===== src/design/sccs_tag_stream_extractor_assert.svh =====
// Assertion macros for the SCCS tag stream extractor.
// Used by the top level only; needs no package.
`ifndef SCCS_TAG_STREAM_EXTRACTOR_ASSERT_SVH
`define SCCS_TAG_STREAM_EXTRACTOR_ASSERT_SVH

// Same-cycle implication, disabled during reset.
`define SCCS_ASSERT_NOW(lbl, clk, rst, ante, cons) \
  lbl: assert property (@(posedge clk) disable iff (rst) (ante) |-> (cons)) \
    else $error("sccs assertion failed");

// Next-cycle implication, disabled during reset.
`define SCCS_ASSERT_NEXT(lbl, clk, rst, ante, cons) \
  lbl: assert property (@(posedge clk) disable iff (rst) (ante) |=> (cons)) \
    else $error("sccs assertion failed");

`endif


===== src/design/sccs_pkg.sv =====
// Shared types, character codes and helpers for the SCCS tag stream extractor.
// No dependencies.
`default_nettype none

package sccs_pkg;

  localparam int NAME_MAX_DEF    = 32;
  localparam int OFFSET_BITS_DEF = 24;
  localparam int CFG_INDEX_W     = 1;
  localparam int PAD_COLS        = 14;

  localparam logic [CFG_INDEX_W-1:0] CFG_STRIP_DIRS  = 1'd0;
  localparam logic [CFG_INDEX_W-1:0] CFG_SHOW_OFFSET = 1'd1;

  localparam logic [7:0] CH_NUL    = 8'h00;
  localparam logic [7:0] CH_LF     = 8'h0A;
  localparam logic [7:0] CH_CR     = 8'h0D;
  localparam logic [7:0] CH_SPACE  = 8'h20;
  localparam logic [7:0] CH_HASH   = 8'h23;
  localparam logic [7:0] CH_LPAREN = 8'h28;
  localparam logic [7:0] CH_RPAREN = 8'h29;
  localparam logic [7:0] CH_SLASH  = 8'h2F;
  localparam logic [7:0] CH_AT     = 8'h40;
  localparam logic [7:0] CH_BSLASH = 8'h5C;
  localparam logic [7:0] NAME_LO   = 8'h21;
  localparam logic [7:0] NAME_HI   = 8'h7F;

  typedef struct packed {
    logic [7:0] data_byte;
    logic       end_of_file;
  } in_item_t;

  typedef struct packed {
    logic [7:0] out_char;
    logic       run_last;
  } out_item_t;

  typedef enum logic [2:0] {
    SEL_SPACE,
    SEL_HEX,
    SEL_NAME,
    SEL_REST,
    SEL_NEWLINE
  } char_sel_t;

  // Work that one accepted byte calls for, in emission order.
  typedef struct packed {
    logic hdr;
    logic flush;
    logic chr;
    logic nl;
  } plan_t;

  typedef struct packed {
    logic      accept;
    logic      emit;
    char_sel_t sel;
    logic      last;
    logic [2:0] hex_idx;
    logic      name_start;
    logic      name_rd;
    logic      name_step;
    logic      clear_name;
  } ctrl_cmd_t;

  typedef struct packed {
    plan_t      plan;
    logic       show_offset;
    logic [2:0] ndig_m1;
    logic [3:0] pad_len;
    logic       name_nonempty;
    logic       name_tail;
    logic       out_free;
  } ctrl_status_t;

  function automatic logic [7:0] mark_char(input logic [1:0] stage);
    logic [7:0] c;
    case (stage)
      2'd0:    c = CH_AT;
      2'd1:    c = CH_LPAREN;
      2'd2:    c = CH_HASH;
      default: c = CH_RPAREN;
    endcase
    return c;
  endfunction

  function automatic logic [7:0] hex_char(input logic [3:0] nib);
    logic [7:0] c;
    if (nib < 4'd10) c = 8'h30 + {4'd0, nib};
    else c = 8'h57 + {4'd0, nib};
    return c;
  endfunction

  function automatic logic is_sep(input logic [7:0] c);
    return (c == CH_SLASH) || (c == CH_BSLASH);
  endfunction

endpackage

`default_nettype wire


===== src/design/sccs_datapath.sv =====
// Datapath of the SCCS tag stream extractor: scan state, name store,
// offset counter, character mux and output register. Uses sccs_pkg.
`default_nettype none

module sccs_datapath import sccs_pkg::*; #(
  parameter int NAME_MAX    = NAME_MAX_DEF,
  parameter int OFFSET_BITS = OFFSET_BITS_DEF
) (
  input  wire logic                   clk,
  input  wire logic                   rst,
  input  wire in_item_t               in_data,
  input  wire logic                   cfg_we,
  input  wire logic [CFG_INDEX_W-1:0] cfg_index,
  input  wire logic                   cfg_data,
  input  wire ctrl_cmd_t              cmd,
  output ctrl_status_t                st,
  output logic                        out_valid,
  input  wire logic                   out_ready,
  output out_item_t                   out_data
);

  localparam int FILL_W = $clog2(NAME_MAX + 1);
  localparam int IDX_W  = $clog2(NAME_MAX);

  typedef enum logic [1:0] {PH_SEARCH, PH_NAME, PH_REST} phase_t;

  logic                   strip_dirs;
  logic                   show_offset;
  phase_t                 phase;
  logic [1:0]             match;
  logic [FILL_W-1:0]      fill;
  logic [FILL_W-1:0]      name_from;
  logic [3:0]             base_len;
  logic [OFFSET_BITS-1:0] byte_offset;
  logic [OFFSET_BITS-1:0] hex_val;
  logic [7:0]             rest_byte;
  logic [FILL_W-1:0]      rd_idx;
  logic [7:0]             rd_data;
  logic [7:0]             store [NAME_MAX];

  logic [7:0]  b;
  logic        eof;
  logic        is_name;
  logic        do_store;
  phase_t      phase_next;
  logic [1:0]  match_next;
  plan_t       plan;
  logic [31:0] hex32;
  logic [FILL_W-1:0] from_sel;
  logic [7:0]  ch;

  assign b       = in_data.data_byte;
  assign eof     = in_data.end_of_file;
  assign is_name = (b >= NAME_LO) && (b <= NAME_HI);

  always_comb begin
    phase_next = phase;
    match_next = match;
    plan       = '0;
    do_store   = 1'b0;
    case (phase)
      PH_NAME: begin
        if (is_name) begin
          do_store = (fill < FILL_W'(NAME_MAX));
        end else begin
          plan.flush = 1'b1;
          if (b == CH_NUL) begin
            plan.nl    = 1'b1;
            phase_next = PH_SEARCH;
          end else begin
            phase_next = PH_REST;
          end
        end
      end
      PH_REST: begin
        if (b == CH_NUL || b == CH_CR || b == CH_LF) begin
          plan.nl    = 1'b1;
          phase_next = PH_SEARCH;
        end else begin
          plan.chr = 1'b1;
        end
      end
      default: begin
        if (b == mark_char(match)) begin
          if (match == 2'd3) begin
            plan.hdr   = 1'b1;
            phase_next = PH_NAME;
            match_next = 2'd0;
          end else begin
            match_next = match + 2'd1;
          end
        end else begin
          match_next = (b == CH_AT) ? 2'd1 : 2'd0;
        end
      end
    endcase
    // end of file closes an open name or rest as a NUL would
    if (eof) begin
      if (phase_next == PH_NAME) begin
        plan.flush = 1'b1;
        plan.nl    = 1'b1;
      end else if (phase_next == PH_REST) begin
        plan.nl = 1'b1;
      end
      phase_next = PH_SEARCH;
      match_next = 2'd0;
    end
  end

  always_ff @(posedge clk) begin
    if (rst) begin
      strip_dirs  <= 1'b0;
      show_offset <= 1'b0;
      phase       <= PH_SEARCH;
      match       <= 2'd0;
      fill        <= '0;
      name_from   <= '0;
      base_len    <= 4'd0;
      byte_offset <= '0;
    end else begin
      if (cfg_we) begin
        unique case (cfg_index)
          CFG_STRIP_DIRS:  strip_dirs  <= cfg_data;
          CFG_SHOW_OFFSET: show_offset <= cfg_data;
          default: ;
        endcase
      end
      if (cmd.accept) begin
        phase       <= phase_next;
        match       <= match_next;
        byte_offset <= eof ? '0 : byte_offset + OFFSET_BITS'(1);
        if (do_store) begin
          fill <= fill + FILL_W'(1);
          if (is_sep(b)) begin
            base_len  <= 4'd0;
            name_from <= fill + FILL_W'(1);
          end else if (base_len != 4'd15) begin
            base_len <= base_len + 4'd1;
          end
        end
      end
      if (cmd.clear_name) begin
        fill      <= '0;
        name_from <= '0;
        base_len  <= 4'd0;
      end
    end
  end

  always_ff @(posedge clk) begin
    if (cmd.accept) begin
      hex_val   <= byte_offset + OFFSET_BITS'(1);
      rest_byte <= b;
    end
    if (cmd.accept && do_store) begin
      store[fill[IDX_W-1:0]] <= b;
    end
    if (cmd.name_rd) begin
      rd_data <= store[rd_idx[IDX_W-1:0]];
    end
    if (cmd.name_start) begin
      rd_idx <= from_sel;
    end else if (cmd.name_step) begin
      rd_idx <= rd_idx + FILL_W'(1);
    end
  end

  assign hex32    = 32'(hex_val);
  assign from_sel = strip_dirs ? name_from : '0;

  always_comb begin
    st.plan          = plan;
    st.show_offset   = show_offset;
    if (hex32[31:28] != 4'd0)      st.ndig_m1 = 3'd7;
    else if (hex32[27:24] != 4'd0) st.ndig_m1 = 3'd6;
    else                           st.ndig_m1 = 3'd5;
    st.pad_len       = (base_len >= 4'd13) ? 4'd1 : 4'(PAD_COLS) - base_len;
    st.name_nonempty = (from_sel < fill);
    st.name_tail     = ((rd_idx + FILL_W'(1)) >= fill);
    st.out_free      = !out_valid || out_ready;
  end

  always_comb begin
    case (cmd.sel)
      SEL_HEX:     ch = hex_char(hex32[{cmd.hex_idx, 2'b00} +: 4]);
      SEL_NAME:    ch = rd_data;
      SEL_REST:    ch = rest_byte;
      SEL_NEWLINE: ch = CH_LF;
      default:     ch = CH_SPACE;
    endcase
  end

  always_ff @(posedge clk) begin
    if (rst) begin
      out_valid <= 1'b0;
    end else if (cmd.emit) begin
      out_valid <= 1'b1;
    end else if (out_ready) begin
      out_valid <= 1'b0;
    end
  end

  always_ff @(posedge clk) begin
    if (cmd.emit) begin
      out_data.out_char <= ch;
      out_data.run_last <= cmd.last;
    end
  end

endmodule

`default_nettype wire


===== src/design/sccs_ctrl.sv =====
// Controller of the SCCS tag stream extractor: sequences the report line
// pieces for each accepted byte. Uses sccs_pkg.
`default_nettype none

module sccs_ctrl import sccs_pkg::*; (
  input  wire logic         clk,
  input  wire logic         rst,
  input  wire logic         in_valid,
  output logic              in_ready,
  input  wire ctrl_status_t st,
  output ctrl_cmd_t         cmd
);

  typedef enum logic [3:0] {
    S_IDLE, S_LEAD, S_HEX, S_GAP, S_FLUSH,
    S_NAME_RD, S_NAME_EM, S_PAD, S_CHR, S_NL
  } state_t;

  state_t     state;
  plan_t      plan;
  logic [3:0] cnt;

  function automatic state_t after_flush(input plan_t p);
    state_t s;
    if (p.chr)     s = S_CHR;
    else if (p.nl) s = S_NL;
    else           s = S_IDLE;
    return s;
  endfunction

  function automatic state_t after_hdr(input plan_t p);
    return p.flush ? S_FLUSH : after_flush(p);
  endfunction

  assign in_ready = (state == S_IDLE);

  always_comb begin
    cmd        = '0;
    cmd.sel    = SEL_SPACE;
    cmd.accept = in_valid && in_ready;
    cmd.hex_idx = cnt[2:0];
    unique case (state)
      S_LEAD: begin
        cmd.emit = st.out_free;
        cmd.last = (cnt == 4'd0) && !st.show_offset && !plan.flush && !plan.chr && !plan.nl;
      end
      S_HEX: begin
        cmd.emit = st.out_free;
        cmd.sel  = SEL_HEX;
      end
      S_GAP: begin
        cmd.emit = st.out_free;
        cmd.last = (cnt == 4'd0) && !plan.flush && !plan.chr && !plan.nl;
      end
      S_FLUSH:   cmd.name_start = 1'b1;
      S_NAME_RD: cmd.name_rd = 1'b1;
      S_NAME_EM: begin
        cmd.emit      = st.out_free;
        cmd.sel       = SEL_NAME;
        cmd.name_step = st.out_free;
      end
      S_PAD: begin
        cmd.emit       = st.out_free;
        cmd.last       = (cnt == 4'd1) && !plan.chr && !plan.nl;
        cmd.clear_name = st.out_free && (cnt == 4'd1);
      end
      S_CHR: begin
        cmd.emit = st.out_free;
        cmd.sel  = SEL_REST;
        cmd.last = !plan.nl;
      end
      S_NL: begin
        cmd.emit = st.out_free;
        cmd.sel  = SEL_NEWLINE;
        cmd.last = 1'b1;
      end
      default: ;
    endcase
  end

  always_ff @(posedge clk) begin
    if (rst) begin
      state <= S_IDLE;
      plan  <= '0;
      cnt   <= 4'd0;
    end else begin
      unique case (state)
        S_IDLE: begin
          if (cmd.accept) begin
            plan  <= st.plan;
            cnt   <= 4'd1;
            state <= st.plan.hdr ? S_LEAD : after_hdr(st.plan);
          end
        end
        S_LEAD: begin
          if (st.out_free) begin
            if (cnt == 4'd0) begin
              state <= st.show_offset ? S_HEX : after_hdr(plan);
              cnt   <= st.show_offset ? {1'b0, st.ndig_m1} : 4'd1;
            end else begin
              cnt <= cnt - 4'd1;
            end
          end
        end
        S_HEX: begin
          if (st.out_free) begin
            if (cnt == 4'd0) begin
              state <= S_GAP;
              cnt   <= 4'd1;
            end else begin
              cnt <= cnt - 4'd1;
            end
          end
        end
        S_GAP: begin
          if (st.out_free) begin
            if (cnt == 4'd0) state <= after_hdr(plan);
            else cnt <= cnt - 4'd1;
          end
        end
        S_FLUSH: begin
          cnt   <= st.pad_len;
          state <= st.name_nonempty ? S_NAME_RD : S_PAD;
        end
        S_NAME_RD: state <= S_NAME_EM;
        S_NAME_EM: begin
          if (st.out_free) state <= st.name_tail ? S_PAD : S_NAME_RD;
        end
        S_PAD: begin
          if (st.out_free) begin
            if (cnt == 4'd1) state <= after_flush(plan);
            else cnt <= cnt - 4'd1;
          end
        end
        S_CHR: begin
          if (st.out_free) state <= plan.nl ? S_NL : S_IDLE;
        end
        S_NL: begin
          if (st.out_free) state <= S_IDLE;
        end
        default: state <= S_IDLE;
      endcase
    end
  end

endmodule

`default_nettype wire


===== src/design/sccs_tag_stream_extractor.sv =====
// SCCS tag stream extractor: scans bytes for "@(#)" marks, emits report text.
// After acceptance the controller walks its states, registering each character
// into the output register and waiting while it is full; a name flush passes
// S_FLUSH first, and each name character a registered store read in S_NAME_RD.
// A byte with no output goes straight back to idle; a new byte is taken only in idle.
// Reset (rst, synchronous): clears scan state, offset, config and output.
`default_nettype none
`include "sccs_tag_stream_extractor_assert.svh"

module sccs_tag_stream_extractor import sccs_pkg::*; #(
  parameter int NAME_MAX    = NAME_MAX_DEF,
  parameter int OFFSET_BITS = OFFSET_BITS_DEF
) (
  input  wire logic                   clk,
  input  wire logic                   rst,
  input  wire logic                   in_valid,
  output logic                        in_ready,
  input  wire in_item_t               in_data,
  output logic                        out_valid,
  input  wire logic                   out_ready,
  output out_item_t                   out_data,
  input  wire logic                   cfg_we,
  input  wire logic [CFG_INDEX_W-1:0] cfg_index,
  input  wire logic                   cfg_data
);

  // The name store is not cleared by reset; it is read only below the fill.
  ctrl_cmd_t    cmd;
  ctrl_status_t st;

  // The controller takes a request only when idle, then walks the line
  // pieces: lead spaces, offset digits, gap, name, padding, rest, newline.
  sccs_ctrl u_ctrl (
    .clk      (clk),
    .rst      (rst),
    .in_valid (in_valid),
    .in_ready (in_ready),
    .st       (st),
    .cmd      (cmd)
  );

  // The datapath decodes the byte, holds the name store and offset, and
  // owns the output register that parts the two sides.
  sccs_datapath #(
    .NAME_MAX    (NAME_MAX),
    .OFFSET_BITS (OFFSET_BITS)
  ) u_dp (
    .clk       (clk),
    .rst       (rst),
    .in_data   (in_data),
    .cfg_we    (cfg_we),
    .cfg_index (cfg_index),
    .cfg_data  (cfg_data),
    .cmd       (cmd),
    .st        (st),
    .out_valid (out_valid),
    .out_ready (out_ready),
    .out_data  (out_data)
  );

  // Never overwrite a character that is still waiting.
  `SCCS_ASSERT_NOW(a_emit_free, clk, rst, cmd.emit, !out_valid || out_ready)
  // No character is produced in the cycle a request is taken.
  `SCCS_ASSERT_NOW(a_accept_quiet, clk, rst, in_valid && in_ready, !cmd.emit)
  // Once the last character of a request is sent, the block is ready again.
  `SCCS_ASSERT_NEXT(a_last_idle, clk, rst, cmd.emit && cmd.last, in_ready)

endmodule

`default_nettype wire

===== config.mk =====
export PLATFORM = sky130hd
export DESIGN_NAME = sccs_tag_stream_extractor
export DESIGN_NICKNAME = d
export VERILOG_FILES = /design/src/design/sccs_pkg.sv /design/src/design/sccs_datapath.sv /design/src/design/sccs_ctrl.sv /design/src/design/sccs_tag_stream_extractor.sv
export VERILOG_INCLUDE_DIRS = /design/src /design/src/design
export SDC_FILE = /design/constraint.sdc
export NUM_CORES = 1
export LEC_CHECK = 0
export BUFFER_PORTS_ARGS = -buffer_cell sky130_fd_sc_hd__clkbuf_2
export CORE_MARGIN = 2
export CORE_UTILIZATION = 30
export DETAILED_ROUTE_END_ITERATION = 16
export PLACE_DENSITY_LB_ADDON = 0.3
export REMOVE_ABC_BUFFERS = 1
export SYNTH_ARGS = -nofsm -noshare
export SYNTH_HDL_FRONTEND = slang
export SYNTH_SLANG_ARGS = --single-unit

===== constraint.sdc =====
create_clock -name clk -period 3.05 [get_ports clk]
set_input_delay 0.4575 -clock clk [delete_from_list [all_inputs] [get_ports clk]]
set_output_delay 0.4575 -clock clk [all_outputs]
set_load 0.01 [all_outputs]

==> flow_summary.toml <==
[cts]
path_clk_slew_ps = 60
hold_buffers = 0
cts_made_buffers = 40
htree_levels = 2
cts_root_buffer = "clkbuf_16"
cts_tree = "done"
post_cts_resized = 0
cts.sinks = 369
cts_setup_buffers = 0
ctsLongestPathBuffers = 3
clk_latency_ps = 560

[drt]
vias = 9824
routed_wl_mm = 38.6
viasPerCell = 4.99
dr.pass1.iters = 5
antenna_left = 0
initialDrtViolationCount = 761
drc = 0
wl_per_cell_um = 19.6

[run_status]
status = "finished clean"

[synthesis]
synth_ff_type = "edfxtp_1"
syn_area_per_cell_um2 = 13.8
synth-seq-cells = 369
yosysUniqueCellTypes = 71
synthArstFlopShare = 0
synth_edf_count = 311
synthesis.area_mm2 = 0.0162
ys_warn_count = 0
synthCells = 1179
synth_top_area_cell = "edfxtp_1"
synth_top_area_share = 0.576
netlist_top_cells_area = "edfxtp_1 58%, dfxtp_1 7.2%, mux4_2 5.0%"
yosysSeqAreaShare = 0.648

[timing]
setup_tns_ps = 0
period_minus_slack_ps = 2670
fin_crit_sh = 0.874
fmax_mhz = 375
fin_ws_ps = 384
hold_slack_ps = 174
rsz0062_at_grt = "false"
final-setup-viol-count = 0
hold_viol_final = 0
clock_skew_ps = 20.3
tightest_slew_ps = 989
slew_headroom = 0.335
slew_violations = 0

[run]
drv_cap = 0

[pwr]
power.total_mw = 10.4
total_leakage_power_nw = 6.33
vdd_drop_max_v = 0.000289
powerDensity_mw_per_mm2 = 556

[grt]
grt_use_total = 0.138
antenna_found_initial = 3
grt_max_degree = 49
overflow = 0
grt_pass1_vias = 9879
grt_pass1_wl_mm = 59.6

[setup_path]
crit_path_end_kind = "flip-flop"
cp_max_fo = 6
worstPathRequired_ps = 3500
critPathLaunchType = "flip-flop"
path_class = "flip-flop to flip-flop"
crit_arrival_ps = 3110

[finish]
antenna-diode-count = 0
drive_above_1_share = 0.153
area_growth_pct = 15.4
final_cell_count_no_fill = 1967
final_cell_mix = "311 x edfxtp_1, 108 x nor2_1, 85 x nand2_1, 73 x mux2i_1, 58 x dfxtp_1"
layout_commonest_cell = "edfxtp_1"
nets = 1287

[placed_design]
numPortBuffers = 26
place_congestion = 0.833
placed_cells = 1895
dp_hpwl_mm = 26.8
dpl_worst_slack_ps = 158

[floorplan]
core_mm2 = 0.0536
start_util = 0.303
die-area_mm2 = 0.0559
row_count = 85
io_pins = 27
die_y_um = 236
die_x_um = 236

[min_path]
hold_class = "input pin to flip-flop"
## critical path: stages, from the launching register on
cell,delay (ps)
dfxtp_1,450
inv_1,120
ha_1,250
nor3_1,180
o211ai_1,140
or3_1,480
a32o_2,340
xnor2_1,210
a211oi_1,110
o32ai_1,280
## state kept, by name (all words and copies together), names as in the netlist
signal and flops:
u_ctrl.cnt 4, u_ctrl.plan 3, u_ctrl.state 4, u_dp.base_len 4, u_dp.byte_offset 24, u_dp.fill 6
u_dp.hex_val 24, u_dp.match 2, u_dp.name_from 6, u_dp.out_data 9, u_dp.out_valid 1, u_dp.phase 2
u_dp.rd_data 8, u_dp.rd_idx 6, u_dp.rest_byte 8, u_dp.show_offset 1, u_dp.store 256, u_dp.strip_dirs 1
## metrics by stage
stage	cell area, um2	utilization
final	18700	0.349
after global routing	18700	0.349
after floorplan	16000	-
after global placement	17400	0.325
after CTS	18700	0.349
after detailed placement	17400	0.325
## power breakdown
part	internal, mW	switching, mW	leakage, nW
Sequential	5.48	0.0153	3.30
Combinational	0.0684	0.164	2.42
Clock	2.71	1.97	0.622
Total	8.25	2.15	6.33
## cells in the mapped netlist, types with 3 or more instances
cell type / instances
o211ai_1: 3
clkbuf_1: 43
ha_1: 30
xnor2_1: 29
a21o_1: 6
nor4_1: 7
and3_1: 11
nand4_1: 8
o221ai_1: 40
nand3_1: 30
inv_1: 31
o21ai_1: 7
o22ai_1: 16
nor2b_1: 4
and2_1: 9
a22oi_1: 26
nand2_1: 85
nor2_1: 108
edfxtp_1: 311
nor3_1: 14
mux2_2: 9
o21ai_0: 34
dfxtp_1: 58
mux2i_1: 73
buf_1: 12
mux4_2: 36
nand2b_1: 6
a211oi_1: 9
a21oi_1: 46
or3_1: 5
o21bai_1: 3
xor2_1: 16
a31oi_1: 4
## cells by family after synthesis
group                      after synthesis  share of synthesized area
DFF                                    369                      0.648
and+or+nand+nor                        299                     0.0844
AOI/OAI and AO/OA                      226                     0.0968
muxes                                  118                      0.101
buffers and inverters                   90                     0.0212
xor gates and xnor gates                45                     0.0243
adders and majority gates               32                     0.0244
## cell type report
type / count / area (um2)
clock buffer: 48 / 1040
clock inverter: 24 / 225
fill: 5236 / 34900
inverter: 32 / 120
multi-input combinational: 720 / 5370
sequential: 369 / 10500
tap: 696 / 871
timing repair buffer: 78 / 583
## worst paths after layout
check	start	endpoint	slack, ps	cells after the start
hold reg to reg	u_dp.fill[5]$_SDFFE_PP0P_	u_dp.fill[5]$_SDFFE_PP0P_	470	2
setup reg to reg	u_dp.match[0]$_SDFFE_PP0P_	u_ctrl.state[3]$_SDFFE_PP0P_	380	9
setup / recovery	u_dp.match[0]$_SDFFE_PP0P_	u_ctrl.state[3]$_SDFFE_PP0P_	380	9
hold / removal	cfg_data	u_dp.show_offset$_SDFFE_PP0P_	170	3
## layer usage
metal / part of all wire / GRT usage
met4: 0.021 / 0.0368
met3: 0.047 / 0.0261
met2: 0.46 / 0.221
met5: 0.00060 / 0
met1: 0.47 / 0.192
Power figures use the tool's default switching activity.
